**src/rtl/whpt_ram.sv**
```systemverilog
// Generic single-port-write, single-port-read RAM with registered read data.
// No dependencies.
`timescale 1ns / 1ps

module whpt_ram #(
  parameter int WIDTH = 8,
  parameter int DEPTH = 16
) (
  input  logic                     clk,
  input  logic                     we,
  input  logic [$clog2(DEPTH)-1:0] waddr,
  input  logic [WIDTH-1:0]         wdata,
  input  logic                     re,
  input  logic [$clog2(DEPTH)-1:0] raddr,
  output logic [WIDTH-1:0]         rdata
);

  logic [WIDTH-1:0] mem [DEPTH];

  always_ff @(posedge clk) begin
    if (we) begin
      mem[waddr] <= wdata;
    end
    if (re) begin
      rdata <= mem[raddr];
    end
  end

endmodule

```
**config.mk**
```make
export PLATFORM = sky130hd
export DESIGN_NAME = whpt_ram
export DESIGN_NICKNAME = d
export VERILOG_FILES = /design/src/rtl/whpt_ram.sv
export SDC_FILE = /design/constraint.sdc
export NUM_CORES = 1
export LEC_CHECK = 0
export BUFFER_PORTS_ARGS = -buffer_cell sky130_fd_sc_hd__buf_2
export CORE_MARGIN = 5
export CORE_UTILIZATION = 35
export CTS_CLUSTER_SIZE = 25
export DETAILED_ROUTE_END_ITERATION = 8
export PLACE_DENSITY = 0.53
export SYNTH_ARGS = -nofsm -noshare
export SYNTH_HDL_FRONTEND = slang
export SYNTH_SLANG_ARGS = --single-unit
```
**constraint.sdc**
```tcl
create_clock -name clk -period 2.8 [get_ports clk]
set_input_delay 0.56 -clock clk [delete_from_list [all_inputs] [get_ports clk]]
set_output_delay 0.56 -clock clk [all_outputs]
set_load 0.05 [all_outputs]
```
After elaboration in Yosys (flattened, before gate mapping)
Memories as Yosys holds them, arrays and structs flattened. A register that Yosys moved wholly into a read port is not among the register bits.
Index checks and enable logic that the tools add are counted.
{"block": "word_totals", "regBits": 0, "ram_bits": 128, "wordCells": 3, "mem_count": 1}
{"block": "classes", "muxes": 2}
{"name": "mem", "depth": 16, "word_bits": 8, "rd": 1, "rd_clocked_by_memory_dff": 1, "wr": 1, "line": "18", "text": "logic [WIDTH-1:0] mem [DEPTH];"}
{"cell": "2-to-1 mux 1 bit", "n": 2}

Longest topological paths before layout
Gate-level depths: netlist (run 1).
{"block": "logic_depth", "ltp_word": 2, "depth_mapped": 5, "ltp_nobuf": 3}

Worst setup path before layout (run 1)
Ideal clock, no wire load.
{"block": "synth_timing", "path_kind": "input to register", "start": "input port waddr[2]", "end": "memory mem[0][0] (enable)", "setup_time_ns": 0.383, "arrival_ns": 1.670, "required_ns": 2.417, "path_slack_ns": 0.747, "path_stages": 2, "path_buffers": 0, "cell_sequence": "or3b_2 -> nor3_1"}
{"element": "start: declaration", "line": "11", "text": "input logic [$clog2(DEPTH)-1:0] waddr,"}
{"element": "end: declaration", "line": "18"}
Straight into the memory's write port.

==> results.yml, run 1 <==
clock_tree:
  cts_num_sinks: 136
  postCtsResizedCells: 0
  clockBufferDepth: 2
  root_buffer: "clkbuf_16"
  path_clk_slew_ns: 0.05
  h-tree-depth: 4
  hold_buffers: 0
  post_cts_buffers: 0
  cts-buffers-inserted: 17
  clkLatencyLatePin_ns: 0.41
  tritoncts: "built"
sta:
  clock.fmax_mhz: 568
  rsz0062_at_grt: "false"
  period_needed_ns: 1.76
  post-route-period-util_pct: 62.8
  tns_ns: 0
  fin_skew_ns: 0.00776
  worst_pin_slew_ns: 0.748
  slew_headroom_pct: 50.0
  finalSetupViolCount: 0
  finalHoldViolCount: 0
  slew_viol_final: 0
synthesis:
  post-synth-top-area-cell: "edfxtp_1"
  synth_top_area_share_pct: 78.1
  synth_fp_nets: 248
  synth_area_per_cell_sq_um: 22.8
  post_synth_inst_count: 229
  synth_cell_types: 18
  syn_area_sq_mm: 0.00523
  synth_area_leaders: "edfxtp_1, mux4_2, mux4_1"
  ys_seq_area_share_pct: 78.1
  synth_seq_cells: 136
  ys_warn_count: 0
layout:
  area_growth_pct: 19.6
  diodes: 0
  design_area_sq_mm: 0.00625
  drive_above_1_share_pct: 29.7
  final_nets: 302
  postLayoutCoreUtil_pct: 42.8
power:
  ir_drop_mv: 0.409
  p_leak_nw: 2.10
  power_density_mw_per_mm2: 752
  total_power_mw: 4.70
route:
  drc: 0
  vias: 2434
  ant_nets: 0
  drtIter0Drc: 215
  postRouteWirelength_um: 10900
  post_drt_wl_per_cell_um: 22.6
  via_per_inst: 5.07
  dr.pass1.iters: 4
worst_setup_path:
  cp.required_ns: 2.94
  crit_arrival_ns: 1.90
  cp-end-kind: "flip-flop"
  worstPathMaxFanout: 11
  r2r-start: "mem[9][1]"
  r2r_slack_ns: 1.27
  startpoint: "raddr[0]"
  crit_type: "input port to flip-flop"
  critPathLaunchType: "input port"
floorplanning:
  initial_core_util_pct: 35.8
  die_x_um: 132
  io_pins: 27
  core-area_sq_mm: 0.0146
  die-area_sq_mm: 0.0175
  rows: 44
  die_h_um: 132
run_status:
  status: "finished clean"
hold_path:
  hp-start: "re"
  min_path_type: "input port to flip-flop"
grt:
  grt_usage_pct: 12.9
  grt_pass1_vias: 2531
  antenna_found_initial: 0
  grt_pass1_wl_um: 16000
  grt_max_degree: 22
  grt_overflow: 0
placement:
  gp_congestion: 0.731
  post_dp_cell_area_sq_mm: 0.00568
  dp.final_hpwl_um: 6930
  portBuffers: 26
flow_run:
  max-cap-violations: 0
worst max-delay path, cell delays in order:
cell	delay [ns]
buf_2	0.21
buf_12	0.19
mux4_2	0.55
a22oi_1	0.25
nand2_1	0.13
cells in the mapped netlist (all sizes together):
cell           number
nand2b              2
mux4               32
and2b               1
or3b                1
nor3                4
and2                1
clkdlybuf4s25       3
nand3b              2
nor2               13
a22oi              16
nand2               9
edfxtp            136
nor2b               1
buf                 7
nand3               1
placed cells by master, fill, tap and decap left out, drive strengths merged:
cell,netlist,routed
and2,1,1
nand3,1,1
nand3b,2,2
mux4,32,32
nor2b,1,1
and2b,1,1
bufinv,0,3
nor3,4,4
clkinv,0,9
buf,7,45
clkinvlp,0,1
nand2,9,9
nand2b,2,2
nor2,13,13
or3b,1,1
a22oi,16,16
clkbuf,0,19
edfxtp,136,136
final timing paths:
check | endpoint | depth (start not counted)
setup reg to reg | rdata[1] | 3
setup / recovery | rdata[6] | 5
hold / removal | rdata[2] | 1
hold reg to reg | rdata[5] | 3
layout make-up:
cell class,count,area [sq um]
Fill cell,1222,8340
Timing Repair Buffer,45,310
Clock buffer,19,433
Tap cell,184,230
Multi-Input combinational cell,83,1060
Clock inverter,13,135
Sequential cell,136,4080
logic make-up (layout without fill, tap and decap cells):
logic type,Yosys count,after routing,share of synthesized area (%)
and+or+nand+nor,35,35,3.14
buffers and inverters,10,77,1.65
muxes,32,32,14.8
DFF,136,136,78.1
AOI/OAI and AO/OA,16,16,2.30
per-stage QoR:
step	std cells	hold slack, ns	worst slack (ns)
3_3_place_gp	448	0.739	0.591
4_1_cts	480	0.493	1.04
6_report	480	0.514	1.04
5_1_grt	480	0.495	0.981
3_5_place_dp	448	0.746	0.593
2_1_floorplan	229	0.659	0.747
layer usage:
metal	part of all wire [%]	routed length [um]	track usage (%)	vias to the layer above
met1	46	5040	17.9	1261
met2	46	4940	18.4	74
li1	-	-	-	1088
met3	6.6	718	4.43	11
met5	0	0	0	-
met4	1.4	156	6.05	0
power breakdown:
group | switching, mW | leakage (nW) | internal (mW)
Clock | 0.763 | 0.276 | 1.37
Sequential | 0.0111 | 1.24 | 2.30
Combinational | 0.162 | 0.588 | 0.0919
registers in the layout, indices dropped and copies added (netlist names):
name   count
rdata      8
mem      128
Power figures use the tool's default switching activity.
==> run 2, diff against run 1 <==
==> constraint.sdc (replaced) <==
create_clock -name clk -period 1.8 [get_ports clk]
set_input_delay 0.36 -clock clk [delete_from_list [all_inputs] [get_ports clk]]
set_output_delay 0.36 -clock clk [all_outputs]
set_load 0.05 [all_outputs]
==> results.yml, run 2 (synthesized netlist as in run 1, its figures left out) <==
floorplanning:
  die_h_um: 132
  initial_core_util_pct: 35.8
  io_pins: 27
  rows: 44
  die-area_sq_mm: 0.0175
  die_x_um: 132
  core-area_sq_mm: 0.0146
placement:
  portBuffers: 26
  dp_cells: 459
  dp.final_hpwl_um: 6990
  gp_congestion: 0.694
layout:
  regMostFlops: "mem"
  diodes: 0
  drive_above_1_share_pct: 31.8
  largest_register_ffs: 128
  fillers: 1261
  area_growth_pct: 20.0
  fin_cells: 489
  reg.largest.list: "mem: 128 flops, rdata: 8 flops"
  most-common-layout-cells: "edfxtp_1, buf_2, buf_4"
  layout_commonest_cell: "edfxtp_1"
  final_nets: 313
worst_setup_path:
  startpoint: "raddr[0]"
  crit_arrival_ns: 1.75
  cp-end-kind: "flip-flop"
  crit_chain: "buf_2 -> buf_12 -> buf_12 -> mux4_1 -> a22oi_1 -> nand2_1"
  critPathLaunchType: "input port"
  worstPathMaxFanout: 13
  slowest_delay_ns: 0.54
  slowest_stage: "mux4_1"
  cp.required_ns: 1.96
  cp_common_cell: "buf_12"
  crit_type: "input port to flip-flop"
  reg2reg_depth: 3
  r2r_end: "rdata[2]"
  r2r_slack_ns: 0.25
  endpoint: "rdata[2]"
  r2r-start: "mem[5][2]"
clock_tree:
  cts-buffers-inserted: 17
  root_buffer: "clkbuf_16"
  path_clk_slew_ns: 0.05
  post_cts_buffers: 0
  clkLatencyLatePin_ns: 0.41
  tritoncts: "built"
  hold_buffers: 0
  cts_num_sinks: 136
  h-tree-depth: 4
  clockBufferDepth: 2
  postCtsResizedCells: 0
power:
  p_leak_nw: 2.12
  ir_drop_mv: 0.688
  total_power_mw: 6.85
  power_density_mw_per_mm2: 1090
sta:
  post-route-period-util_pct: 88.2
  finalSetupViolCount: 0
  worst_pin_slew_ns: 0.739
  slew_viol_final: 0
  slew_headroom_pct: 50.7
  rsz0062_at_grt: "false"
  fin_skew_ns: 0.00581
  clock.fmax_mhz: 630
  period_needed_ns: 1.59
  finalHoldViolCount: 0
  fin_hold_ws_ns: 0.313
run_status:
  status: "finished clean"
flow_run:
  max-cap-violations: 0
grt:
  grt_max_degree: 29
  grt_overflow: 0
  antenna_found_initial: 0
  grt_pass1_wl_um: 16000
  grt_usage_pct: 12.6
  grt_pass1_vias: 2618
route:
  post_drt_wl_per_cell_um: 21.3
  ant_nets: 0
  vias: 2472
  postRouteWirelength_um: 10400
  drc: 0
  dr.pass1.iters: 4
  drtIter0Drc: 226
  via_per_inst: 5.06
hold_path:
  hold_depth: 1
  min_path_type: "input port to flip-flop"
==> run 2: changes by cell type in the layout (fill, tap and decap cells not counted), sizes merged <==
cell and delta:
buf +11, bufinv -3, clkbuf +4, clkinvlp -1, clkinv -2
==> run 2: where the power goes <==
group | internal, mW | switching (mW) | leakage (nW)
registers | 3.57 | 0.0170 | 1.24
logic | 0.163 | 0.247 | 0.652
clock network | 1.71 | 1.14 | 0.237
total | 5.45 | 1.41 | 2.12
==> run 2: stage by stage <==
step	setup slack (ns)	cell area, sq um	utilization, %	setup TNS (ns)
global placement	-0.219	5790	39.7	-0.927
finish	0.212	6270	43.0	0
detailed placement	-0.213	5790	39.7	-0.965
global route	0.163	6270	43.0	0
CTS	0.230	6270	43.0	0
floorplan	0.158	5230	-	0
==> run 2: routing by layer <==
layer / routed length, um / part of all wire [%] / up-vias / GRT usage (%)
met5: 0 / 0 / - / 0
met4: 176 / 1.7 / 0 / 5.15
met3: 338 / 3.2 / 15 / 3.93
met2: 5050 / 48 / 50 / 19.1
met1: 4870 / 47 / 1294 / 16.9
li1: - / - / 1113 / -
==> run 2: cell type report <==
type | count | area (sq um) | share of cell area, %
Multi-Input combinational cell | 83 | 1060 | 16.9
Clock buffer | 23 | 448 | 7.14
Sequential cell | 136 | 4080 | 65.1
Timing Repair Buffer | 56 | 418 | 6.66
Tap cell | 184 | 230 | 3.67
Clock inverter | 7 | 31.3 | 0.499
==> run 2: critical path, delay by kind of cell <==
| kind | cells | cell delay, ns |
|---|---|---|
| compound gates | 1 | 0.31 |
| mux | 1 | 0.54 |
| buf+inv | 3 | 0.44 |
| simple gates | 1 | 0.09 |
==> run 2: worst min path at each step <==
stage                     startpoint   endpoint  slack, ns
after floorplan             wdata[0]  mem[0][0]       0.46
after global placement    mem[14][3]   rdata[3]       0.73
after detailed placement          re   rdata[1]       0.74
after CTS                         re   rdata[4]       0.30
after global routing              re   rdata[4]       0.30
final                             re   rdata[2]       0.31
