$ cat config.mk
export PLATFORM = sky130hd
export DESIGN_NAME = whpt_bin_map
export DESIGN_NICKNAME = d
export VERILOG_FILES = /design/src/rtl/whpt_pkg.sv /design/src/rtl/whpt_bin_map.sv
export SDC_FILE = /design/constraint.sdc
export NUM_CORES = 1
export LEC_CHECK = 0
export BUFFER_PORTS_ARGS = -buffer_cell sky130_fd_sc_hd__buf_4
export CAP_MARGIN = 15
export CORE_MARGIN = 3
export CORE_UTILIZATION = 55
export CTS_CLUSTER_SIZE = 12
export DETAILED_ROUTE_END_ITERATION = 10
export PLACE_DENSITY = 0.76
export SLEW_MARGIN = 20
export SYNTH_ARGS = -nofsm -noshare
export SYNTH_HDL_FRONTEND = slang
export SYNTH_SLANG_ARGS = --single-unit
$ cat constraint.sdc
create_clock -name clk -period 8.5 [get_ports clk]
set_input_delay 0.85 -clock clk [delete_from_list [all_inputs] [get_ports clk]]
set_output_delay 0.85 -clock clk [all_outputs]
set_load 0.1 [all_outputs]
$ cat src/rtl/whpt_pkg.sv
// Shared constants, codes and types of the weighted histogram peak tracker.
// No dependencies; the files that use it refer to it by scoped names.
`timescale 1ns / 1ps

package whpt_pkg;

  localparam int MAX_BINS    = 256;
  localparam int BIN_WIDTH   = 40;
  localparam int STORE_DEPTH = MAX_BINS + 2;
  localparam int IDX_W       = 9;
  localparam int N_W         = 9;
  localparam int SMP_W       = 16;
  localparam int VAL_W       = 40;
  localparam int TOTAL_W     = 48;
  localparam int COUNT_W     = 32;
  localparam int OP_W        = 2;
  localparam int CFG_IDX_W   = 2;
  localparam int CFG_W       = 16;
  localparam int PROD_W      = 34;

  typedef logic [OP_W-1:0] op_t;
  localparam op_t OP_FILL  = 2'd0;
  localparam op_t OP_READ  = 2'd1;
  localparam op_t OP_CLEAR = 2'd2;
  localparam op_t OP_NONE  = 2'd3;

  typedef logic [CFG_IDX_W-1:0] cfg_idx_t;
  localparam cfg_idx_t CFG_RANGE_LOW   = 2'd0;
  localparam cfg_idx_t CFG_BIN_SCALE   = 2'd1;
  localparam cfg_idx_t CFG_BINS_IN_USE = 2'd2;

  typedef enum logic [1:0] {
    ST_CLEAR,
    ST_IDLE,
    ST_LOOKUP,
    ST_UPDATE
  } state_t;

  typedef struct packed {
    logic                    fill_en;
    logic                    clear_en;
    logic [IDX_W-1:0]        bin;
    logic [N_W-1:0]          n;
    logic signed [SMP_W-1:0] weight;
  } upd_ctl_t;

  typedef struct packed {
    logic signed [BIN_WIDTH-1:0] peak_value;
    logic [IDX_W-1:0]            peak_bin;
    logic signed [BIN_WIDTH-1:0] min_value;
    logic signed [TOTAL_W-1:0]   total_weight;
    logic [COUNT_W-1:0]          entry_count;
  } stats_t;

endpackage

$ cat src/rtl/whpt_bin_map.sv
// Sample-to-bin mapping: registered (sample - range_low) * bin_scale product,
// then floor, offset and underflow/overflow clamp. Depends on whpt_pkg.
`timescale 1ns / 1ps

module whpt_bin_map (
  input  logic                              clk,
  input  logic                              load,
  input  logic signed [whpt_pkg::SMP_W-1:0] sample,
  input  logic signed [whpt_pkg::SMP_W-1:0] range_low,
  input  logic [whpt_pkg::CFG_W-1:0]        bin_scale,
  input  logic [whpt_pkg::N_W-1:0]          n,
  output logic [whpt_pkg::IDX_W-1:0]        bin
);

  logic signed [whpt_pkg::SMP_W:0]    diff;
  logic signed [whpt_pkg::PROD_W-1:0] prod_r;
  logic                               over;

  assign diff = $signed({sample[whpt_pkg::SMP_W-1], sample})
              - $signed({range_low[whpt_pkg::SMP_W-1], range_low});

  always_ff @(posedge clk) begin
    if (load) begin
      prod_r <= diff * $signed({1'b0, bin_scale});
    end
  end

  // product is Q.16; arithmetic floor is the upper bits, negative means underflow
  assign over = prod_r[32:16] >= {8'd0, n};

  always_comb begin
    priority if (prod_r[whpt_pkg::PROD_W-1]) begin
      bin = '0;
    end else if (over) begin
      bin = n + 9'd1;
    end else begin
      bin = prod_r[24:16] + 9'd1;
    end
  end

endmodule

### After elaboration in Yosys (flattened, before gate mapping)

Cells that the tools add are included.

* $add $sub $neg: 3
* multiply operators: 1
* divide/modulo/power cells: 0
* order comparisons: 1
* eq/ne operators: 0
* shifts and indexed selects: 0
* multiplexer cells: 2
* bitwise operators: 0
* reduce and logical (&&, ||, !) cells: 0

Operator list (count)
* multiplier 17 x 17 -> 34 bit: 1
* adder 9 x 1 -> 9 bit (second input constant): 2
* 2-to-1 mux 9 bit: 2
* greater-or-equal comparator 17 x 9 -> 1 bit: 1
* subtractor 16 x 16 -> 17 bit: 1

* register bits after elaboration: 34
* bits in latches: 0
* memory bits (writable): 0
* ROM bits: 0
* input bits: 59
* output and inout bits: 9
* word-level logic and storage cells: 8
* memories kept: 0

### Depth between registers and ports, before layout

Gate-level depths: netlist of the first run.

* depth in word-level cells: 3
* depth in mapped cells: 35
* depth with buffers taken out: 33

### Worst setup path before layout of the first run

No wires, ideal clock.

* kind: input to register
* start point: in sample[0] in the netlist's numbering
* end point: reg prod_r[29] in the netlist's numbering (data pin)
* library setup time: 0.262 ns
* arrival: 8.090 ns
* required time: 8.238 ns
* setup slack: 0.148 ns
* cell stages on the path: 32
* buffers on the path: 1
* cells stage by stage: inv_1 -> ha_1 -> fa_1 -> nor2b_1 -> o21ai_1 -> a21boi_1 -> o41a_1 -> o211ai_1 -> nand3_1 -> nand3_1 -> a32o_1 -> clkbuf_1 -> and2_1 -> fa_1 -> inv_1 -> fa_1 -> fa_1 -> inv_1 -> fa_1 -> fa_1 -> inv_1 -> fa_1 -> inv_1 -> ha_1 -> nand4_1 -> or4_4 -> a31oi_4 -> nor4_2 -> o41ai_4 -> a31oi_1 -> o21bai_1 -> xor2_1

* word-level cells in the longest chain between the ends: 2

Ends and longest elaborated chain
* start: declaration: RTL line whpt_bin_map.sv:8 `input logic signed [whpt_pkg::SMP_W-1:0] sample,`
* subtractor 16 x 16 -> 17 bit: RTL line whpt_bin_map.sv:20 `- $signed({range_low[whpt_pkg::SMP_W-1], range_low});`
* multiplier 17 x 17 -> 34 bit: RTL line whpt_bin_map.sv:24 `prod_r <= diff * $signed({1'b0, bin_scale});`
* end signal: assignment: RTL line whpt_bin_map.sv:24
* end: declaration: RTL line whpt_bin_map.sv:16 `logic signed [whpt_pkg::PROD_W-1:0] prod_r;`

Every way passes these cells.
A chain may end at the register's enable or synchronous reset.

### Worst setup path after layout of the first run

Ends and elaborated chain as after synthesis.

==> results.toml, run 1 <==
[detailed_routing]
dr.pass1.iters = 6
drt_iter0_drc = 533
ant_nets = 0
routed_wirelength_um = 26900
routed_via_density = 5.29
wl_per_cell_um = 15.6
route.detailed.drc = 0
via_count = 9165

[synth]
synthArstFlopShare = 0
synth_area_leaders = "fa_1, inv_1, ha_1"
ys_seq_area_frac = 0.0445
yosys_warnings = 0
synth.top_cells.by_count = "inv_1, fa_1, nand2_1, and2_1, ha_1"
yosys.area.top_type_share = 0.449
syn_nets = 1814
synthDistinctLibCells = 53
synth_seq_cells = 18
yosysTopAreaCell = "fa_1"
yosysMostFrequentCell = "inv_1"
synth_cells = 1371
syn_area_um2 = 12100
synth-edff-count = 18
synth.avg_cell_area_um2 = 8.85
synth_flop_cell = "edfxtp_1"

[place]
io_buffers = 67
dpl.hpwl_um = 23200
place.gp.congestion = 0.917
dp_cells = 1724

[die]
rows = 53
die_h_um = 155
die_w_um = 155
die-area_um2 = 23900
coreArea_um2 = 21400
initial_core_util = 0.568
io_pins = 68

[outcome]
status = "complete, no violations"

[clock_network]
cts_tree = "done"
cts_sinks = 18
htreeDepth = 1
clockBufferDepth = 2
clock-root-buffer = "clkbuf_16"
path_clk_slew_ps = 50
numCtsBuffers = 3
hold_buffers = 0

[finish]
fillerInstances = 1785
fin_nets = 1900
final_core_util = 0.631
seq_area_um2 = 541
syn_to_final_growth_pct = 11.0
largest_reg_flops = 18
reg.largest.list = "prod_r: 18 flops"
regMostFlops = "prod_r"
antennaDiodeCount = 0
drive_gt1_frac = 0.107
stdcell_count = 1731
multi_input_area_um2 = 10100

[min_path]
hp-class = "primary input to flop"
hold_path.startpoint = "load"
min_to = "prod_r[16]"
min_path_cells = 1

[flow_run]
drv_cap = 0

[grt]
grt_pass1_vias = 9916
grt_usage = 0.238
antenna_found_initial = 0
grt-ovfl-total = 0
grt_pass1_wl_um = 46700
grt_max_degree = 19

[worst_setup_path]
crit_path_end_kind = "flop"
cp_slowest_cell = "fa_1"
cp-start-kind = "primary input"
slowest_delay_ps = 520
cp_max_fo = 10
worstSetupPathType = "primary input to flop"
critPathRequiredTime_ps = 8490
cp_common_cell = "fa_1"
cp.arrival_ps = 8180

[sta]
drv_slew = 0
tightest_slew_ps = 849
hold_violations = 0
final-setup-viol-count = 0
timing.final.crit_period_ps = 8190
finalCritPeriodShare = 0.963
relSlewSlack = 0.431
max_freq_mhz = 122
-- stage by stage --
step	instance area (um^2)	worst slack [ps]	setup TNS (ps)	hold slack, ps
2_1_floorplan	12100	148	0	962
3_3_place_gp	13200	46.7	0	1240
3_5_place_dp	13300	-143	-488	1240
4_1_cts	13300	91.9	0	985
5_1_grt	13500	-60.0	-200	990
6_report	13500	312	0	982
-- worst max-delay path: cells and delay by family --
kind / cells / cell delay [ps]
xor+xnor: 1 / 140
compound gates: 10 / 2250
simple gates: 5 / 860
buf+inv: 5 / 460
fa+ha+maj: 9 / 3610
-- placed cells by master, fill, tap and decap left out, types with 3 or more instances in the layout --
master and n:
o21a_1 8, o21ai_0 13, nor2b_1 29, nor2_1 30, ha_1 111, fa_1 269, a211oi_1 4, nor3b_1 4
buf_4 119, nand3_1 8, a21boi_1 4, a31oi_1 8, nor3_1 9, fa_2 3, mux2i_1 3, or3_1 3
mux2_2 3, o21ai_1 4, xnor2_2 5, a21o_1 7, nand2b_1 12, o211ai_1 7, xnor2_1 27, a21oi_1 22
edfxtp_1 18, a211o_1 5, clkbuf_16 3, maj3_1 3, nand4_1 9, inv_1 379, xor2_1 11, o21bai_1 3
and3_1 5, nand2_1 160, and2_1 111
-- cell families after synthesis --
logic type / count (synthesis) / share of synthesized area
adders and majority gates: 387 / 0.567
and+or+nand+nor: 395 / 0.164
xor gates and xnor gates: 43 / 0.0310
muxes: 6 / 0.00526
AOI/OAI and AO/OA: 102 / 0.0582
buffers and inverters: 420 / 0.130
DFF: 18 / 0.0445
-- per-layer routing --
metal,part of all wire,track usage,vias up
li1,-,-,4228
met1,0.42,0.327,4583
met2,0.50,0.413,299
met3,0.057,0.0157,55
met4,0.028,0.0614,0
met5,0,0,-
-- final cells by class --
type / count / share of cell area
repair buffers: 122 / 0.0701
clock buffers: 3 / 0.00557
clock inverters: 1 / 0.000279
multi-input cells: 933 / 0.753
well taps: 275 / 0.0255
inverters: 379 / 0.106
flip-flops and latches: 18 / 0.0401
-- worst max path at each step --
stage | startpoint | endpoint | slack [ps] | cells after the start
floorplan | sample[0] | prod_r[29] | 150 | 32
global placement | sample[0] | prod_r[29] | 50 | 32
detailed placement | sample[0] | prod_r[29] | -140 | 32
CTS | sample[0] | prod_r[29] | 90 | 32
global route | sample[0] | prod_r[33] | -60 | 33
finish | sample[0] | prod_r[29] | 310 | 30
-- timing repair --
| action | 4_1_cts | 5_1_grt |
|---|---|---|
| setup endpoints to repair | 0 | 11 |
| setup buffers | 0 | 3 |
| gates resized for setup | 0 | 24 |
Power of run 1 is not shown: default switching activity piles up to over one toggle a cycle in this logic, so the estimate is an artifact.
==> run 2, diff against run 1 <==
--- a/config.mk
+++ b/config.mk
@@ -5,13 +5,13 @@
 export SDC_FILE = /design/constraint.sdc
 export NUM_CORES = 1
 export LEC_CHECK = 0
-export BUFFER_PORTS_ARGS = -buffer_cell sky130_fd_sc_hd__buf_4
 export CAP_MARGIN = 15
 export CORE_MARGIN = 3
 export CORE_UTILIZATION = 55
 export CTS_CLUSTER_SIZE = 12
 export DETAILED_ROUTE_END_ITERATION = 10
-export PLACE_DENSITY = 0.76
+export DONT_BUFFER_PORTS = 1
+export PLACE_DENSITY = 0.73
 export SLEW_MARGIN = 20
 export SYNTH_ARGS = -nofsm -noshare
 export SYNTH_HDL_FRONTEND = slang
==> results.toml, run 2 (synthesis gave the netlist of run 1 again) <==
[min_path]
hold_path.startpoint = "load"
hp-class = "primary input to flop"

[finish]
largest_reg_flops = 18
layout_common_cells = "inv_1, fa_1, nand2_1"
fillerInstances = 1837
final_core_util = 0.607
layout_commonest_cell = "inv_1"
regMostFlops = "prod_r"
design_area_um2 = 13000
syn_to_final_growth_pct = 6.86
drive_gt1_frac = 0.0580
reg.largest.list = "prod_r: 18 flops"
fin_nets = 1823
antennaDiodeCount = 0

[worst_setup_path]
crit_buf_inv = 7
path_depth = 32
worstSetupPathType = "primary input to flop"
crit_family = "adder cells"
critPathRequiredTime_ps = 8500
slowest_delay_ps = 540
cp_max_fo = 16
cp_slowest_cell = "fa_1"
cp-endpoint = "prod_r[33]"
cp.arrival_ps = 8150
cp-start-kind = "primary input"
cp_common_cell = "fa_1"
crit_path_end_kind = "flop"
worstSetupStartpoint = "sample[0]"

[sta]
hold_violations = 0
max_freq_mhz = 123
relSlewSlack = 0.237
timing.final.crit_period_ps = 8160
final-setup-viol-count = 0
finalCritPeriodShare = 0.960
tightest_slew_ps = 1150
drv_slew = 0

[clock_network]
cts_tree = "done"
path_clk_slew_ps = 50
htreeDepth = 1
clockBufferDepth = 2
numCtsBuffers = 3
postCtsSetupBuffers = 0
cts_sinks = 18
clock-root-buffer = "clkbuf_16"
cts_resized = 0
hold_buffers = 0

[grt]
grt-ovfl-total = 0
grt_pass1_vias = 9678
grt_usage = 0.237
use_met3 = 0.0229
grt_pass1_wl_um = 46200
grt.met1_usage = 0.317
grt_max_degree = 19
antenna_found_initial = 0
busiest_layer = "met2"
use_met2 = 0.417

[detailed_routing]
dr.pass1.iters = 5
routed_wirelength_um = 27100
routed_via_density = 5.29
via_count = 8744
wl_per_cell_um = 16.4
route.detailed.drc = 0
ant_nets = 0
drt_iter0_drc = 538

[place]
io_buffers = 0
place.gp.congestion = 0.887
dpl.hpwl_um = 23300
place_area_um2 = 12800

[flow_run]
drv_cap = 0

[die]
coreArea_um2 = 21400
io_pins = 68
die_h_um = 155
rows = 53
initial_core_util = 0.568
die_w_um = 155
die-area_um2 = 23900

[outcome]
status = "complete, no violations"
[run 2: worst min-delay path by stage]
stage                       to  depth (start not counted)
floorplan           prod_r[16]                          0
global placement    prod_r[33]                          0
CTS                 prod_r[16]                          0
detailed placement  prod_r[16]                          0
global route        prod_r[21]                          0
finish              prod_r[33]                          0
[run 2: layout make-up]
class,instances,area (um^2),area share
multi-input cells,933,10100,0.782
inverters,379,1420,0.110
flip-flops and latches,18,541,0.0417
repair buffers,45,440,0.0340
well taps,275,344,0.0265
clock buffers,3,75.1,0.00579
clock inverters,1,3.75,0.000289
[run 2: through the flow]
stage                     instances  setup slack (ps)  hold WS, ps  TNS, ps
after global routing           1654             -32.9          703    -45.4
after floorplan                1371               148          962        0
final                          1654               342          719        0
after detailed placement       1650              -146          968     -511
after global placement         1650              90.0          968        0
after CTS                      1654               100          708        0
[run 2: layer usage]
metal / vias to the layer above / part of all wire
met5: - / 0
met4: 0 / 0.027
met3: 48 / 0.056
met2: 285 / 0.50
met1: 4325 / 0.42
li1: 4086 / -
Power of run 2 is left out for the same reason.
