**config.mk**
```make
export PLATFORM = sky130hd
export DESIGN_NAME = whpt_stats
export DESIGN_NICKNAME = d
export VERILOG_FILES = /design/src/rtl/whpt_pkg.sv /design/src/rtl/whpt_stats.sv
export SDC_FILE = /design/constraint.sdc
export NUM_CORES = 1
export LEC_CHECK = 0
export BUFFER_PORTS_ARGS = -buffer_cell sky130_fd_sc_hd__buf_2
export CAP_MARGIN = 15
export CORE_UTILIZATION = 30
export DETAILED_ROUTE_END_ITERATION = 8
export PLACE_DENSITY = 0.56
export SLEW_MARGIN = 10
export SYNTH_ARGS = -nofsm -noshare
export SYNTH_HDL_FRONTEND = slang
export SYNTH_SLANG_ARGS = --single-unit
export TNS_END_PERCENT = 20
```
**constraint.sdc**
```tcl
create_clock -name clk -period 24.6 [get_ports clk]
set_input_delay 4.92 -clock clk [delete_from_list [all_inputs] [get_ports clk]]
set_output_delay 4.92 -clock clk [all_outputs]
set_load 0.02 [all_outputs]
```
**src/rtl/whpt_pkg.sv**
```systemverilog
// Shared constants, codes and types of the weighted histogram peak tracker.
// No dependencies; the files that use it refer to it by scoped names.
`timescale 1ns / 1ps

package whpt_pkg;

  localparam int MAX_BINS    = 256;
  localparam int BIN_WIDTH   = 40;
  localparam int STORE_DEPTH = MAX_BINS + 2;
  localparam int IDX_W       = 9;
  localparam int N_W         = 9;
  localparam int SMP_W       = 16;
  localparam int VAL_W       = 40;
  localparam int TOTAL_W     = 48;
  localparam int COUNT_W     = 32;
  localparam int OP_W        = 2;
  localparam int CFG_IDX_W   = 2;
  localparam int CFG_W       = 16;
  localparam int PROD_W      = 34;

  typedef logic [OP_W-1:0] op_t;
  localparam op_t OP_FILL  = 2'd0;
  localparam op_t OP_READ  = 2'd1;
  localparam op_t OP_CLEAR = 2'd2;
  localparam op_t OP_NONE  = 2'd3;

  typedef logic [CFG_IDX_W-1:0] cfg_idx_t;
  localparam cfg_idx_t CFG_RANGE_LOW   = 2'd0;
  localparam cfg_idx_t CFG_BIN_SCALE   = 2'd1;
  localparam cfg_idx_t CFG_BINS_IN_USE = 2'd2;

  typedef enum logic [1:0] {
    ST_CLEAR,
    ST_IDLE,
    ST_LOOKUP,
    ST_UPDATE
  } state_t;

  typedef struct packed {
    logic                    fill_en;
    logic                    clear_en;
    logic [IDX_W-1:0]        bin;
    logic [N_W-1:0]          n;
    logic signed [SMP_W-1:0] weight;
  } upd_ctl_t;

  typedef struct packed {
    logic signed [BIN_WIDTH-1:0] peak_value;
    logic [IDX_W-1:0]            peak_bin;
    logic signed [BIN_WIDTH-1:0] min_value;
    logic signed [TOTAL_W-1:0]   total_weight;
    logic [COUNT_W-1:0]          entry_count;
  } stats_t;

endpackage

```
**src/rtl/whpt_stats.sv**
```systemverilog
// Saturating bin add and the running statistics (peak, minimum, total, count).
// Depends on whpt_pkg for the control and statistics structs.
`timescale 1ns / 1ps

module whpt_stats (
  input  logic                                  clk,
  input  logic                                  rst_n,
  input  whpt_pkg::upd_ctl_t                    ctl,
  input  logic signed [whpt_pkg::BIN_WIDTH-1:0] bin_old,
  output logic signed [whpt_pkg::BIN_WIDTH-1:0] bin_new,
  output whpt_pkg::stats_t                      stats_nxt
);

  localparam int BW = whpt_pkg::BIN_WIDTH;
  localparam int TW = whpt_pkg::TOTAL_W;

  whpt_pkg::stats_t stats_r;
  logic signed [BW:0] bin_sum;
  logic signed [TW:0] tot_sum;
  logic signed [TW-1:0] tot_new;
  logic               in_range;

  assign bin_sum = $signed({bin_old[BW-1], bin_old})
                 + $signed({{(BW-15){ctl.weight[15]}}, ctl.weight});

  always_comb begin
    if (bin_sum[BW] != bin_sum[BW-1]) begin
      bin_new = bin_sum[BW] ? {1'b1, {(BW-1){1'b0}}} : {1'b0, {(BW-1){1'b1}}};
    end else begin
      bin_new = bin_sum[BW-1:0];
    end
  end

  assign tot_sum = $signed({stats_r.total_weight[TW-1], stats_r.total_weight})
                 + $signed({{(TW-15){ctl.weight[15]}}, ctl.weight});

  always_comb begin
    if (tot_sum[TW] != tot_sum[TW-1]) begin
      tot_new = tot_sum[TW] ? {1'b1, {(TW-1){1'b0}}} : {1'b0, {(TW-1){1'b1}}};
    end else begin
      tot_new = tot_sum[TW-1:0];
    end
  end

  assign in_range = (ctl.bin != '0) && (ctl.bin <= ctl.n);

  always_comb begin
    stats_nxt = stats_r;
    priority if (ctl.clear_en) begin
      stats_nxt = '0;
    end else if (ctl.fill_en) begin
      if (in_range && (bin_new > stats_r.peak_value)) begin
        stats_nxt.peak_value = bin_new;
        stats_nxt.peak_bin   = ctl.bin;
      end
      if (in_range && (bin_new < stats_r.min_value)) begin
        stats_nxt.min_value = bin_new;
      end
      stats_nxt.total_weight = tot_new;
      if (!(&stats_r.entry_count)) begin
        stats_nxt.entry_count = stats_r.entry_count + 32'd1;
      end
    end
  end

  always_ff @(posedge clk) begin
    if (!rst_n) begin
      stats_r <= '0;
    end else begin
      stats_r <= stats_nxt;
    end
  end

endmodule

```
Yosys cells after proc, flatten, opt, wreduce, memory -nomap -nowiden:

Cells that the tools add are included.

* output and inout port bits: 209
* word-level logic and storage cells: 27
* bits of input ports: 78
* bits in registers: 169

* eq/ne operators: 2
* magnitude comparators: 3
* muxes and demuxes: 9
* reduce and logical (&&, ||, !) cells: 5
* add/sub/neg operators: 3

Operators by type and width (number)
* 169-bit two-way mux: 2
* 40-bit two-way mux: 3
* 48-bit two-way mux: 2
* 48-bit by 16-bit adder with 49-bit output: 1
* 49-bit two-way mux: 1
* 40-bit by 16-bit adder with 41-bit output: 1
* 40-bit > comparator: 1
* 40-bit less-than comparator: 1
* 32-bit by 1-bit adder with 32-bit output (second input constant): 1
* 32-bit two-way mux: 1
* 32-bit AND reduction: 1
* 9-bit less-or-equal comparator: 1
* 9-bit nonzero test: 1
* 1-bit logical AND: 3
* 1-bit inequality test: 2

Logic depth before layout (Yosys ltp):

Gate-level depths: netlist (run 1).

* word-level depth: 8
* mapped depth: 28
* mapped depth without buffers: 23

Least setup slack after synthesis (run 1):

Ideal clock, no wire load.

* path kind: input to output
* start point: in ctl[15] (netlist bit)
* end point: out stats_nxt[167] (netlist bit)
* path slack: 8.705 ns
* path buffers: 5
* stages: 28
* data required time: 19.680 ns
* arrival: 10.975 ns
* cells stage by stage: ha_1 -> clkbuf_1 -> a21oi_1 -> o21ai_1 -> a221o_1 -> nor3b_1 -> nor4_1 -> o21ai_0 -> xor2_1 -> ha_1 -> clkbuf_1 -> buf_1 -> clkbuf_1 -> nor2_1 -> nand3_1 -> nand3_1 -> nor3_1 -> ha_1 -> nand3_1 -> nor2_1 -> and4_1 -> nand2_1 -> or4_1 -> nand2_1 -> a211oi_2 -> buf_2 -> nor2b_1 -> nor3_1

RTL lines
* from (decl): RTL line whpt_stats.sv:8 `input whpt_pkg::upd_ctl_t ctl,`
* to (decl): RTL line whpt_stats.sv:11 `output whpt_pkg::stats_t stats_nxt`

==> impl_metrics.toml, run 1 <==
[power]
internal_power_mw = 0.694
peakVddDrop_v = 0.0000577
power_frac_seq_pct = 22.9
switchingPower_mw = 0.615
combPwrFrac_pct = 55.7
p_leak_nw = 7.81
swShare_pct = 47.0
power-per-cell-area_nw_per_um2 = 72.9
clkPwrFrac_pct = 21.4

[global_routing]
antenna_found_initial = 2
grt-ovfl-total = 0
grt_pass1_vias = 15313
grt_max_degree = 90
grtUsageTotal_pct = 21.6
grt_pass1_wl_um = 88200

[sta]
setup_tns_ns = 0
final-max-slew-violation-count = 0
period_needed_ns = 18.25
grt_setup_unrepaired = "no"
tightestPinTransition_ns = 1.14
period_share_pct = 74.2
setup_viol = 0
max_freq_mhz = 54.8
maxSlewHeadroom_pct = 24.0
hold_viol = 0
skew_ns = 0.00942

[logic_synthesis]
synth-simple-area-share_pct = 23.4
synthFlopType = "dfxtp_1"
synth_area_um2 = 15400
ys_warn_count = 0
yosysSeqAreaShare_pct = 22.0
synth_fa_ha_area_share_pct = 15.0
synthXorXnorAreaFrac_pct = 5.29
async_flop_share_pct = 0
synth_edf_count = 0
syn_avg_cell_area_um2 = 7.53
synthMuxAreaShare_pct = 5.91
syn_inst = 2046
synth_nets = 2307
synth_top_family_by_area = "simple AND/OR/NAND/NOR gates"
synth_seq_cells = 169
synth_cell_types = 92
synth_compound_area_share_pct = 22.7

[worst_setup_path]
path_buf_inv = 5
critPathMaxStageDelay_ns = 0.68
cp_max_fo = 54
crit_required_ns = 19.68
end_kind = "primary output"
crit_slowest_cell = "or4_1"
worst_ep_arrival_time_ns = 13.33
start_kind = "input pin"
crit_type = "input pin to primary output"
cp_top_family = "compound AO/OA/AOI/OAI gates"

[clocking]
numCtsBuffers = 17
clock-root-buffer = "clkbuf_16"
post_cts_buffers = 0
cts_sinks = 169
cts_resized = 0
htreeDepth = 4
worstSkewPairLatency_ns = 0.50
cts_hold_buf = 0
clk_pin_slew_worst_paths_ns = 0.07
clock_path_buffers = 2
cts_tree = "yes"

[placed_design]
dp.final_hpwl_um = 45100
portBuffers = 286
finalWeightedCongestion = 0.939

[floorplanning]
die_w_um = 229
io_pins = 287
dieArea_um2 = 52300
core_um2 = 50400
rows = 82
die_h_um = 229
floorplan.initialDensity_pct = 30.6

[worst_hold_path]
hold_class = "flip-flop to flip-flop"

[cells_and_area]
multi_input_area_um2 = 11200
seq_area_um2 = 3380
top_regs = "stats_r x169"
final_net_count = 2522
fin_util_pct = 35.7
drive_above_1_share_pct = 16.2
final_cell_mix = "nor2_1 (370), buf_2 (285), ha_1 (181)"
largest_register_ffs = 169
top_register = "stats_r"
area_growth_pct = 16.6
nFillCells = 5358
antennaDiodeCount = 0
layout_commonest_cell = "nor2_1"

[run]
cap_violations = 0

[run_status]
run_status = "complete, no violations"

[detailed_routing]
drc_errors = 0
routed_wirelength_um = 57200
via_count = 15848
drt_iter0_markers = 998
drt-wirelength-per-cell_um = 19.4
drtPass1Iterations = 5
drtAntennaViolNets = 0
vias_per_cell = 5.38
-- stage by stage --
stage          hold WS [ns]  instance area (µm²)  std cells  setup WS, ns  total power [mW]
6_report              0.507                18000       2946          6.35              1.31
3_5_place_dp          0.499                17400       2913          6.26              1.03
4_1_cts               0.513                18000       2945          6.21              1.32
2_1_floorplan         0.470                15400       2046          8.71             0.802
5_1_grt               0.547                18000       2946          5.73              1.40
3_3_place_gp          0.493                17400       2913          6.31              1.02
-- worst min-delay path, delay by kind of cell (launching register included) --
family | cells | cell delay (ns)
flip-flops | 1 | 0.33
AND/OR/NAND/NOR | 1 | 0.08
AO/OA/AOI/OAI | 1 | 0.06
-- cell families after synthesis --
group,Yosys count
fa+ha+maj,183
xor+xnor,93
flops,169
buf+inv,226
mux,91
compound gates,506
simple gates,778
-- Yosys cell counts (12+ instances only) --
library cell,instances,share of area (%)
nor4_1,12,0.49
a21oi_1,121,3.9
a211oi_1,35,1.7
mux2i_1,91,5.9
o211ai_1,23,1.1
and2_1,31,1.3
a2111oi_0,12,0.68
ha_1,181,15
nand4_1,41,1.7
nand3_1,41,1.3
a31oi_1,14,0.57
o21ai_0,60,1.9
a21o_1,50,2.4
dfxtp_1,169,22
o21a_1,23,1.1
xnor2_1,47,2.7
o21ai_1,43,1.4
buf_2,29,0.94
inv_1,120,2.9
xor2_1,46,2.6
and3_1,23,0.93
nor2b_1,20,0.81
nand2_1,114,2.8
nor3_1,65,2.1
clkbuf_1,74,1.8
nor2_1,370,9.0
-- power by group through the flow --
stage	Sequential (mW)	Combinational, mW	Clock, mW
finish	0.300	0.730	0.279
global route	0.301	0.801	0.297
CTS	0.299	0.728	0.289
detailed placement	0.306	0.725	0
global placement	0.305	0.716	0
floorplan	0.302	0.499	0
-- cell type report --
cell class | instances | share of cell area (%)
Tap cell | 672 | 4.68
Clock buffer | 21 | 2.51
Clock inverter | 11 | 0.675
Timing Repair Buffer | 302 | 8.71
Inverter | 120 | 2.51
Multi-Input combinational cell | 1651 | 62.1
Sequential cell | 169 | 18.8
-- layer usage --
layer	wire length, µm	part of all wire, %	up-vias	GRT usage, %
li1	-	-	7762	-
met1	26600	47	7523	28.6
met2	26000	46	481	35.0
met3	2940	5.1	78	3.97
met4	1580	2.8	4	7.40
met5	26	0.045	-	0
-- path summary, 6_finish.rpt --
check | end | startpoint | cells past startpoint | slack, ns
max | stats_nxt[80] | ctl[15] | 27 | 6.35
min reg2reg | stats_r[49]$_SDFF_PN0_ | stats_r[49]$_SDFF_PN0_ | 2 | 0.51
max reg2reg | stats_r[73]$_SDFF_PN0_ | stats_r[48]$_SDFF_PN0_ | 16 | 19.31
min | stats_r[49]$_SDFF_PN0_ | stats_r[49]$_SDFF_PN0_ | 2 | 0.51
Power figures use the tool's default switching activity.
==> run 2: changes to the inputs <==
- ABC_AREA: default -> 1
- PLACE_DENSITY: 0.56 -> 0.58
- clock period: 24.6 -> 15.4 ns (I/O delays scaled with it)
==> run 2 against run 1 <==
Count of clock-buffer cells in the layout shrank 3. Routed wire length grew 7.7%. Sequential power grew 62%. Synthesized area grew 11%. Sequential share of layout area shrank 1.6 points. Cell area grew 9.5%. Critical endpoint is now stats_nxt[119].
==> impl_metrics.toml, run 2 <==
[logic_synthesis]
synth_most_common_cell = "inv_1"
synthFlopType = "dfxtp_1"
synth_area_um2 = 17100
ys_warn_count = 0
async_flop_share_pct = 0
syn_avg_cell_area_um2 = 6.37
synth_cell_types = 51
synth_nets = 2939
ys_top_cells_by_count = "inv_1 (441), nand2_1 (412), nor2_1 (332)"
synth_seq_cells = 169
yosysSeqAreaShare_pct = 19.8
synth_top_cell_area_share_pct = 19.8
yosys-top-cells-area = "dfxtp_1 (20%), ha_1 (13%), inv_1 (9.7%)"
yosysTopAreaCell = "dfxtp_1"
syn_inst = 2678
synth_edf_count = 0

[power]
power-per-cell-area_nw_per_um2 = 118
p_leak_nw = 9.78
finalPower_mw = 2.32
peakVddDrop_v = 0.0000895

[clocking]
clk_pin_slew_worst_paths_ns = 0.07
cts_hold_buf = 0
numCtsBuffers = 17
cts_resized = 0
cts_sinks = 169
clock_path_buffers = 2
clock-root-buffer = "clkbuf_16"
post_cts_buffers = 0
worstSkewPairLatency_ns = 0.49
htreeDepth = 4
cts_tree = "yes"

[detailed_routing]
drtPass1Iterations = 5
routed_wirelength_um = 61600
vias_per_cell = 4.90
drc_errors = 0
drt-wirelength-per-cell_um = 16.8
drt_iter0_markers = 1166
drtAntennaViolNets = 0
via_count = 17985

[global_routing]
met1_usage_pct = 27.1
use_met2_pct = 35.6
use_met3_pct = 4.23
grt_max_degree = 106
antenna_found_initial = 3
grt_pass1_vias = 16734
grt-ovfl-total = 0
grt-busiest-layer = "met2"
grt_pass1_wl_um = 93800
grtUsageTotal_pct = 21.2

[placed_design]
portBuffers = 286
post_dp_cell_area_um2 = 19100
dp.final_hpwl_um = 49100
dp_slack_ns = 1.05
finalWeightedCongestion = 0.902

[floorplanning]
io_pins = 287
rows = 87
floorplan.initialDensity_pct = 30.3
die_h_um = 241
dieArea_um2 = 57800
core_um2 = 56300
die_w_um = 241

[sta]
worst_slack_ns = 1.54
setup_tns_ns = 0
period_share_pct = 90.0
grt_setup_unrepaired = "no"
max_freq_mhz = 72.1
setup_viol = 0
maxSlewHeadroom_pct = 24.9
hold_viol = 0
tightestPinTransition_ns = 1.13
skew_ns = 0.0151
final-max-slew-violation-count = 0
period_needed_ns = 13.86

[cells_and_area]
largest_register_ffs = 169
drive_above_1_share_pct = 18.1
area_growth_pct = 15.3
final_cell_mix = "inv_1 (441), nand2_1 (410), nor2_1 (332)"
top_register = "stats_r"
layout_commonest_cell = "inv_1"
top_regs = "stats_r x169"
fin_area_um2 = 19700
final_net_count = 3160

[worst_setup_path]
cp_max_fo = 41
start_kind = "input pin"
crit_required_ns = 12.32
critPathMaxStageDelay_ns = 0.76
crit_type = "input pin to primary output"
crit_slowest_cell = "ha_1"
worst_ep_arrival_time_ns = 10.78
cp_common_cell = "nand2_1"
end_kind = "primary output"
reg2reg_slack_ns = 10.58

[run]
cap_violations = 0

[run_status]
run_status = "complete, no violations"

[worst_hold_path]
hold_class = "flip-flop to flip-flop"
## run 2: changes by cell type after synthesis, sizes merged, moves of 38 or more
cell   change
xnor2     -38
nand2    +351
nor3      +68
a21o      -39
a21oi     +71
o21ai     +79
inv      +340
mux2i     -91
nor4      +48
nand3     +66
## run 2: cells by family after synthesis
family	share of synthesized area, %
AO/OA/AOI/OAI	16.4
flip-flops	19.8
buffers and inverters	12.9
AND/OR/NAND/NOR	35.5
adder cells (fa/ha/maj)	13.5
XOR/XNOR	1.85
## run 2: cell type report
type                    count  area, µm²
clock inverters            13        159
multi-input cells        1953      11500
well taps                 756        946
repair buffers            298       1530
flip-flops and latches    169       3380
diodes                      1       2.50
clock buffers              18        439
fillers                  6313      36600
inverters                 460       1730
## run 2: per-stage QoR
step,util [%],instances,hold WS (ns)
2_1_floorplan,-,2678,0.458
4_1_cts,34.9,3666,0.498
3_5_place_dp,33.9,3635,0.486
5_1_grt,35.0,3667,0.536
6_report,35.0,3668,0.504
3_3_place_gp,33.9,3635,0.491
## run 2: routing by layer
| layer | part of all wire (%) | vias up |
|---|---|---|
| li1 | - | 9314 |
| met5 | 0.060 | - |
| met4 | 2.5 | 6 |
| met1 | 45 | 8122 |
| met2 | 47 | 472 |
| met3 | 5.7 | 71 |
## run 2: worst paths after layout
path / from / endpoint / cells past startpoint
min: stats_r[30]$_SDFF_PN0_ / stats_r[30]$_SDFF_PN0_ / 1
max reg2reg: stats_r[39]$_SDFF_PN0_ / stats_r[50]$_SDFF_PN0_ / 18
min reg2reg: stats_r[30]$_SDFF_PN0_ / stats_r[30]$_SDFF_PN0_ / 1
max: ctl[15] / stats_nxt[119] / 32
## run 2: critical path, delay by kind of cell
kind,cells,cell delay (ns)
adder cells (fa/ha/maj),3,1.41
buffers and inverters,7,1.55
XOR/XNOR,1,0.20
AND/OR/NAND/NOR,21,4.44
## run 2: power breakdown
group	internal, mW	switching [mW]	leakage [nW]	total, mW
combinational	0.419	0.952	8.12	1.37
clock	0.247	0.221	0.285	0.468
sequential	0.472	0.0136	1.37	0.485
==> run 3: changes to the inputs <==
- PLACE_DENSITY: 0.58 -> 0.56
- clock period: 15.4 -> 14.43 ns (I/O delays scaled with it)
==> run 3 against run 2 <==
Cell area about the same. Sequential power is 6.8% higher. Register-to-register slack lost 0.89 ns. Non-clock buffer count up 2. Via count is 0.17% lower. Clock power up 2%. Sequential share of layout area is essentially flat. Combinational power rose by 7%. Total power up 5.7%. Cell count up 0.16%. Clock skew decreased by 0.0038 ns.
==> impl_metrics.toml, run 3 (synthesized netlist as in run 2, its figures left out) <==
[run_status]
run_status = "complete, no violations"

[detailed_routing]
via_count = 17954
vias_per_cell = 4.89
drtPass1Iterations = 5
drt-wirelength-per-cell_um = 16.8
drc_errors = 0
drtAntennaViolNets = 0
routed_wirelength_um = 61700
drt_iter0_markers = 1048

[global_routing]
grtUsageTotal_pct = 21.5
grt-ovfl-total = 0
antenna_found_initial = 11
grt_max_degree = 77
grt_pass1_wl_um = 95500
grt_pass1_vias = 16906

[power]
swShare_pct = 51.2
p_leak_nw = 9.79
combPwrFrac_pct = 59.5
internal_power_mw = 1.20
clkPwrFrac_pct = 19.4
switchingPower_mw = 1.26
power_frac_seq_pct = 21.1
peakVddDrop_v = 0.000104
power-per-cell-area_nw_per_um2 = 125

[sta]
setup_viol = 0
grt_setup_unrepaired = "no"
holdWs_ns = 0.501
period_share_pct = 91.3
tightestPinTransition_ns = 0.908
setup_tns_ns = 0
period_needed_ns = 13.17
worst_slack_ns = 1.26
hold_viol = 0
max_freq_mhz = 75.9
final-max-slew-violation-count = 0
maxSlewHeadroom_pct = 39.2
skew_ns = 0.0114

[cells_and_area]
top_regs = "stats_r x169"
final_net_count = 3162
fin_util_pct = 35.0
drive_above_1_share_pct = 18.2
top_register = "stats_r"
final_cell_mix = "inv_1 (441), nand2_1 (411), nor2_1 (332)"
largest_register_ffs = 169
layout_commonest_cell = "inv_1"
area_growth_pct = 15.3

[floorplanning]
dieArea_um2 = 57800
die_h_um = 241
core_um2 = 56300
rows = 87
floorplan.initialDensity_pct = 30.3
io_pins = 287
die_w_um = 241

[placed_design]
dp.final_hpwl_um = 49500
dp_slack_ns = 1.25
finalWeightedCongestion = 0.946
portBuffers = 286

[clocking]
post_cts_buffers = 0
htreeDepth = 4
clk_pin_slew_worst_paths_ns = 0.07
cts_resized = 0
cts_tree = "yes"
worstSkewPairLatency_ns = 0.51
cts_hold_buf = 0
cts_sinks = 169
numCtsBuffers = 17
clock_path_buffers = 2
clock-root-buffer = "clkbuf_16"

[worst_setup_path]
r2r_cells = 18
r2r_start = "stats_r[64]$_SDFF_PN0_"
path_buf_inv = 9
start_kind = "input pin"
reg2reg_slack_ns = 9.69
end_kind = "primary output"
crit_type = "input pin to primary output"
cp_max_fo = 26
r2r-end = "stats_r[49]$_SDFF_PN0_"
critPathMaxStageDelay_ns = 0.62
crit_required_ns = 11.54
crit_slowest_cell = "inv_1"
crit_path_start = "ctl[15]"
worst_ep_arrival_time_ns = 10.28
cp_top_family = "simple AND/OR/NAND/NOR gates"

[worst_hold_path]
holdPathStages = 1
hold_end = "stats_r[30]$_SDFF_PN0_"
hold_class = "flip-flop to flip-flop"
min-delay-start = "stats_r[30]$_SDFF_PN0_"

[run]
cap_violations = 0
-- run 3: cell count changes in the layout (fill, tap and decap cells not counted), sizes merged --
cell / previous run / this run
clkinv: 2 / 8
diode: 1 / 4
inv: 466 / 463
buf: 298 / 300
clkinvlp: 3 / 1
bufinv: 2 / 1
clkbuf: 18 / 19
-- run 3: final cells by class --
class | instances | area [µm²]
Timing Repair Buffer | 300 | 1550
Fill cell | 6353 | 36600
Tap cell | 756 | 946
Sequential cell | 169 | 3380
Multi-Input combinational cell | 1953 | 11500
Clock inverter | 13 | 119
Clock buffer | 19 | 453
Antenna cell | 4 | 10.0
Inverter | 460 | 1730
-- run 3: worst max-delay path by stage --
| stage | cells after the start | endpoint | slack, ns |
|---|---|---|---|
| 4_1_cts | 34 | stats_nxt[120] | 1.21 |
| 6_report | 35 | stats_nxt[129] | 1.26 |
| 3_5_place_dp | 34 | stats_nxt[120] | 1.25 |
| 5_1_grt | 34 | stats_nxt[120] | 0.36 |
| 2_1_floorplan | 33 | stats_nxt[141] | 3.58 |
| 3_3_place_gp | 34 | stats_nxt[120] | 1.32 |
-- run 3: power by group through the flow --
stage	Clock (mW)	Sequential (mW)	Combinational (mW)
after floorplan	0	0.524	1.04
after global placement	0	0.528	1.46
after detailed placement	0	0.528	1.46
after CTS	0.495	0.518	1.46
after global routing	0.509	0.522	1.64
final	0.477	0.518	1.46
-- run 3: metrics by stage --
step | power (mW) | std cells | area, µm²
floorplan | 1.56 | 2678 | 17100
global placement | 1.99 | 3638 | 19100
detailed placement | 1.99 | 3638 | 19100
CTS | 2.48 | 3670 | 19700
global route | 2.67 | 3672 | 19700
finish | 2.46 | 3674 | 19700
-- run 3: per-layer routing --
layer / track usage, % / vias to the layer above / wire (µm)
met5: 0 / - / 95
met4: 7.01 / 14 / 1460
met3: 5.01 / 72 / 3830
met2: 35.6 / 430 / 28500
met1: 27.3 / 8122 / 27800
li1: - / 9316 / -
